`src/rtl/core/radar_blip_projection_top_macros.svh`:
```
// Assertion macros for the radar blip projection block.
`ifndef RADAR_BLIP_PROJECTION_TOP_MACROS_SVH
`define RADAR_BLIP_PROJECTION_TOP_MACROS_SVH
`ifndef NO_ASSERTIONS
`define RBP_ASSERT_NOW(label, ante, cons) \
  label: assert property (@(posedge clk) disable iff (rst) (ante) |-> (cons)) \
    else $error("radar blip projection check failed");
`define RBP_ASSERT_NEXT(label, ante, cons) \
  label: assert property (@(posedge clk) disable iff (rst) (ante) |=> (cons)) \
    else $error("radar blip projection check failed");
`else
`define RBP_ASSERT_NOW(label, ante, cons)
`define RBP_ASSERT_NEXT(label, ante, cons)
`endif
`endif

```
`src/rtl/core/rbp_pkg.sv`:
```
// Shared types, constants and tables of the radar blip projection block.
package rbp_pkg;

  localparam int RBP_CORDIC_STEPS = 16;
  localparam int ATAN_COUNT = 24;
  localparam int FRAC_BITS = 12;
  localparam int EDGE_MARGIN = 20;
  localparam int DOT_HALF = 2;
  localparam int HEIGHT_STEP = 2;
  localparam int L2_W = 34;
  localparam int SQRT_STEPS = (L2_W + 2 * FRAC_BITS) / 2;
  localparam int ROOT_W = SQRT_STEPS;
  localparam int REM_W = ROOT_W + 4;
  localparam int QUOT_BITS = 10;
  localparam int MAG_W = 40;
  localparam logic [29:0] GAIN_INV_Q30 = 30'd652032874;

  localparam logic [11:0] SCREEN_WIDTH_RESET = 12'd640;
  localparam logic [15:0] RANGE_LIMIT_RESET = 16'd2048;
  localparam logic [7:0] DISC_RADIUS_RESET = 8'd64;
  localparam logic [15:0] HEIGHT_THRESHOLD_RESET = 16'd64;

  localparam logic [1:0] REG_SCREEN_WIDTH = 2'd0;
  localparam logic [1:0] REG_RANGE_LIMIT = 2'd1;
  localparam logic [1:0] REG_DISC_RADIUS = 2'd2;
  localparam logic [1:0] REG_HEIGHT_THRESHOLD = 2'd3;

  localparam logic [1:0] BAND_LEVEL = 2'd0;
  localparam logic [1:0] BAND_ABOVE = 2'd1;
  localparam logic [1:0] BAND_BELOW = 2'd2;

  localparam logic [31:0] ATAN_TURN32 [ATAN_COUNT] = '{
    32'h20000000, 32'h12E4051E, 32'h09FB385B, 32'h051111D4, 32'h028B0D43, 32'h0145D7E1,
    32'h00A2F61E, 32'h00517C55, 32'h0028BE53, 32'h00145F2F, 32'h000A2F98, 32'h000517CC,
    32'h00028BE6, 32'h000145F3, 32'h0000A2FA, 32'h0000517D, 32'h000028BE, 32'h0000145F,
    32'h00000A30, 32'h00000518, 32'h0000028C, 32'h00000146, 32'h000000A3, 32'h00000051
  };

  typedef struct packed {
    logic [1:0] band;
    logic       is_friend;
    logic       zero_len;
  } rbp_tag_t;

  typedef struct packed {
    rbp_tag_t           tag;
    logic               clamp;
    logic [L2_W-1:0]    l2;
    logic [REM_W-1:0]   rem;
    logic [ROOT_W-1:0]  root;
    logic signed [31:0] x;
    logic signed [31:0] y;
    logic signed [32:0] z;
  } rbp_sc_t;

  typedef struct packed {
    rbp_tag_t             tag;
    logic                 neg_x;
    logic                 neg_y;
    logic [ROOT_W-1:0]    den;
    logic [MAG_W-1:0]     rx;
    logic [MAG_W-1:0]     ry;
    logic [QUOT_BITS-1:0] qx;
    logic [QUOT_BITS-1:0] qy;
  } rbp_div_t;

endpackage

```
`src/rtl/core/rbp_divider.sv`:
```
// Pipelined restoring divider for both pixel offset magnitudes.
module rbp_divider (
  input  logic              clk,
  input  logic              rst,
  input  logic              adv,
  input  logic              in_valid,
  input  rbp_pkg::rbp_div_t in_word,
  output logic              out_valid,
  output rbp_pkg::rbp_div_t out_word
);
  import rbp_pkg::*;

  logic     valid_q [QUOT_BITS];
  rbp_div_t word_q  [QUOT_BITS];

  for (genvar j = 0; j < QUOT_BITS; j++) begin : g_stage
    localparam int B = QUOT_BITS - 1 - j;
    rbp_div_t         prev;
    rbp_div_t         nxt;
    logic             prev_valid;
    logic [MAG_W-1:0] trial;

    if (j == 0) begin : g_first
      assign prev = in_word;
      assign prev_valid = in_valid;
    end else begin : g_rest
      assign prev = word_q[j-1];
      assign prev_valid = valid_q[j-1];
    end

    assign trial = {{(MAG_W-ROOT_W){1'b0}}, prev.den} << B;

    always_comb begin
      nxt = prev;
      if (prev.rx >= trial) begin
        nxt.rx = prev.rx - trial;
        nxt.qx[B] = 1'b1;
      end
      if (prev.ry >= trial) begin
        nxt.ry = prev.ry - trial;
        nxt.qy[B] = 1'b1;
      end
    end

    always_ff @(posedge clk) begin
      if (rst) begin
        valid_q[j] <= 1'b0;
      end else if (adv) begin
        valid_q[j] <= prev_valid;
      end
    end

    always_ff @(posedge clk) begin
      if (adv) begin
        word_q[j] <= nxt;
      end
    end
  end

  assign out_valid = valid_q[QUOT_BITS-1];
  assign out_word = word_q[QUOT_BITS-1];

endmodule

```
`config.mk`:
```
export PLATFORM = sky130hd
export DESIGN_NAME = rbp_divider
export DESIGN_NICKNAME = d
export VERILOG_FILES = /design/src/rtl/core/radar_blip_projection_top_macros.svh /design/src/rtl/core/rbp_pkg.sv /design/src/rtl/core/rbp_divider.sv
export SDC_FILE = /design/constraint.sdc
export NUM_CORES = 2
export LEC_CHECK = 0
export ABC_CLOCK_PERIOD_IN_PS = 3200
export BUFFER_PORTS_ARGS = -buffer_cell sky130_fd_sc_hd__buf_4
export CAP_MARGIN = 20
export CORE_MARGIN = 1.5
export CORE_UTILIZATION = 50
export CTS_CLUSTER_DIAMETER = 80
export DETAILED_ROUTE_END_ITERATION = 8
export PLACE_DENSITY_LB_ADDON = 0.25
export SLEW_MARGIN = 20
export SYNTH_ARGS = -nofsm -noshare
export SYNTH_HDL_FRONTEND = slang
export SYNTH_SLANG_ARGS = --single-unit
```
`constraint.sdc`:
```
create_clock -name clk -period 3.2 [get_ports clk]
set_clock_uncertainty 0.05 [all_clocks]
set_input_delay 0.32 -clock clk [delete_from_list [all_inputs] [get_ports clk]]
set_output_delay 0.32 -clock clk [all_outputs]
set_load 0.005 [all_outputs]
```
==> run summary <==
======================================================================================
Area of the core                                                            161000 µm²
Tightest hold margin                                                         0.0241 ns
Clk Latency, worst-skew pair                                                   0.82 ns
Top cells by count, synth                                                 sky130_fd_sc_hd__edfxtp_1, sky130_fd_sc_hd__a21oi_1, sky130_fd_sc_hd__ha_1
Most area-hungry cell type in the Yosys netlist                           sky130_fd_sc_hd__edfxtp_1
Unrepaired setup endpoints after global routing                                    yes
Post-synthesis instance area                                                 80900 µm²
Peak clock frequency supported by timing                                       278 MHz
Hold wc startpoint                                                                 adv
Largest driver fanout on the critical path                                           7
Number of vias after detailed routing                                            68700
Required time worst endpoint                                                   3.69 ns
Share of synthesized flip-flops with an asynchronous set or reset                   0%
Run status                                                                finished, violations left
Die footprint                                                               164000 µm²
Fill cell total of the finished layout                                           11300
Total congestion overflow after global routing                                       0
Sequential cell area in the final layout                                     40800 µm²
Synthesized netlist cell count                                                    7475
Final hold vios                                                                      0
Number of levels the H-tree was split into                                           4
Number of vias per cell                                                           5.54
Type of the setup path with the least slack                                 reg -> reg
Weighted congestion reported at the end of routability-driven placement          0.961
Reg-to-reg critical path endpoint                                         word_q[7][96]
Number of global-route vias before repair                                        69400
Post-layout instance area                                                   116000 µm²
Remaining antenna violation count after routing                                      0
Synthesized netlist net count                                                     8214
Ys flop type                                                              sky130_fd_sc_hd__edfxtp_1
CP max stage cell                                                         sky130_fd_sc_hd__or4_4
HP Class                                                                     in -> reg
Routed wire length                                                           267000 µm
Cell types with the largest area share after synthesis                    sky130_fd_sc_hd__edfxtp_1, sky130_fd_sc_hd__ha_1, sky130_fd_sc_hd__a21oi_1, sky130_fd_sc_hd__xnor2_1, sky130_fd_sc_hd__a21o_1
DRC violation count after routing                                                    0
Max_cap viols                                                                        0
Max rail drop VDD                                                           0.000653 V
Clock slew at the register clock pins of the worst setup and hold paths        0.06 ns
Count of flip-flops with a built-in enable after synthesis                        1360
Number of instances on the worst hold path                                           1
Wire length of the first global-routing pass                                 374000 µm
Iteration-0 DRC count of the detailed router                                      4058
Register bit total from synthesis                                                 1360
Number of buffers added by the clock tree synthesis step                           150
Clock sink count                                                                  1360
Non-filler instance count after layout                                           12400
Crit Reg-Reg Startpoint                                                   word_q[6][89]
Vert. Die Dim                                                                   405 µm
Number of detailed-routing iterations run before antenna repair                      6
Proportion of netlist area held by the largest area contributor                  50.5%
Pin count of the biggest net entering global routing                               113
Number of nets in the layout                                                     10900
Slowest cell delay on critical path                                            0.47 ns
Endpoint of the worst hold-timing path                                    word_q[7][100]
Final worst setup slack                                                      -0.391 ns
Overall fraction of global-route tracks in use                                   29.6%
Fin crit share                                                                    112%
Area growth from synthesis to layout                                             42.8%
Final number of max-transition violations                                            0
Multi-input logic area                                                       42900 µm²
Number of buffers between clock root and the deepest sink                            3
Starting Density                                                                 50.4%
Layout cell share with drive strength beyond 1                                   36.7%
Slew HR                                                                          42.7%
Power per cell area                                                         858 nW/µm²
Instance area at placement                                                  100000 µm²
Slew at the pin with the worst max-slew slack                                 0.860 ns
Num rows                                                                           147
FF-to-FF setup slack                                                          -0.39 ns
Count of yosys warnings during synthesis                                             0
Final period demand of the worst path                                          3.59 ns
Type of element launching the critical path                                  flip-flop
Antenna violations before repair                                                     0
Placed Instances                                                                 11700
Die extent in x                                                                 405 µm
Cell-by-cell listing of the critical path                                 ha_1, buf_4, a21o_1, a211oi_1, nor2b_1, o311ai_2, or4_4, a21o_4, buf_6, buf_12, nand3_2, a21oi_4, xor2_1
CTS tree                                                                           yes
HPWL reported at the end of detailed placement                               190000 µm
Violated checks                                                           setup timing
Total negative setup slack                                                   -72.93 ns
Routed wire per std cell                                                       21.6 µm
Worst Reg2Reg Path Length in Cells                                                  13
Sequential element share of the synthesized area                                 50.5%
Core utilization of the finished layout                                          72.0%
Arrival time at the worst endpoint                                             4.08 ns
Final setup vio count                                                              458
Crit end category                                                            flip-flop
Root Buffer                                                               sky130_fd_sc_hd__clkbuf_16
Mean instance size in the synthesized netlist                                 10.8 µm²
Synth cell types                                                                   106
Number of I/O pins                                                                 275
Most common cell in the synthesized netlist                               sky130_fd_sc_hd__edfxtp_1
Cell leakage power                                                             48.6 nW
Port buffer count                                                                  274
======================================================================================
==> layer usage <==
| metal | track usage [%] | up-vias | wire, µm | part of all wire (%) |
|---|---|---|---|---|
| met4 | 21.6 | 0 | 24400 | 9.1 |
| met2 | 57.2 | 2045 | 143000 | 54 |
| met1 | 28.9 | 32600 | 90500 | 34 |
| met5 | 0 | - | 0 | 0 |
| met3 | 3.36 | 883 | 9010 | 3.4 |
| li1 | - | 33100 | - | - |
==> metrics by stage <==
step / setup WS, ns / power (mW)
6_report: -0.391 / 99.1
5_1_grt: -0.468 / 104
4_1_cts: -0.378 / 94.5
3_5_place_dp: -0.675 / 74.8
3_3_place_gp: -0.574 / 74.1
2_1_floorplan: -0.0226 / 54.4
==> kinds of logic (layout without fill, tap and decap cells) <==
logic type	count (synthesis)	after routing	share of synthesized area, %
AOI/OAI and AO/OA	2200	2200	17.1
and+or+nand+nor	1927	1930	11.6
DFF	1360	1360	50.5
buffers and inverters	662	3427	3.20
xor gates and xnor gates	609	609	6.59
adders and majority gates	600	600	9.46
muxes	117	117	1.61
other	0	1	0
==> sequential cells by signal, indices dropped and copies added (netlist names) <==
register and count:
valid_q 10, word_q 1350
==> power breakdown <==
part | switching, mW | internal, mW
sequential | 3.33 | 26.3
combinational | 26.3 | 26.2
clock | 7.47 | 9.49
==> how the worst max path moves through the flow <==
stage                               from       endpoint  slack (ns)
after floorplan            word_q[2][66]  word_q[3][70]       -0.02
after global placement    word_q[7][101]  word_q[8][50]       -0.57
after detailed placement   word_q[2][26]   word_q[3][6]       -0.67
after CTS                 word_q[0][100]  word_q[1][39]       -0.38
after global routing       word_q[6][22]  word_q[7][23]       -0.47
final                      word_q[6][89]  word_q[7][96]       -0.39
==> repair_timing <==
item | 4_1_cts | 5_1_grt
setup endpoints to repair | 640 | 691
setup buffers | 108 | 189
hold endpoints to repair | 155 | 0
cloned | 10 | 33
gates resized for setup | 496 | 880
hold buffers | 139 | 0
pin swaps | 165 | 349
==> final cells by class <==
cell class,instances,area share [%]
inverters,465,1.51
flip-flops and latches,1360,35.3
repair buffers,2692,19.5
clock inverters,100,0.840
diodes,1,0.00217
clock buffers,170,3.35
well taps,2160,2.34
multi-input cells,5456,37.1
==> worst max-delay path: cells and delay by family (launching register included) <==
kind	cells	cell delay, ns
adder cells (fa/ha/maj)	1	0.36
AND/OR/NAND/NOR	3	0.85
XOR/XNOR	1	0.18
flip-flops	1	0.43
buffers and inverters	3	0.42
AO/OA/AOI/OAI	5	1.00
==> cell usage in the layout, fill, tap and decap left out, drive strengths merged, types with 91 or more instances in the layout <==
| master | netlist | routed |
|---|---|---|
| nand3 | 132 | 132 |
| nor3 | 110 | 110 |
| dlygate4sd3 | 0 | 139 |
| ha | 580 | 580 |
| xnor2 | 363 | 363 |
| a21oi | 749 | 749 |
| inv | 465 | 478 |
| mux2 | 106 | 106 |
| clkbuf | 124 | 195 |
| o21ai | 534 | 534 |
| nand2 | 563 | 563 |
| nor2 | 503 | 506 |
| buf | 73 | 2528 |
| nand2b | 98 | 98 |
| edfxtp | 1360 | 1360 |
| a21o | 323 | 323 |
| nor2b | 91 | 91 |
| xor2 | 246 | 246 |
| nand4 | 105 | 105 |
(Power assumes the default switching activity.)
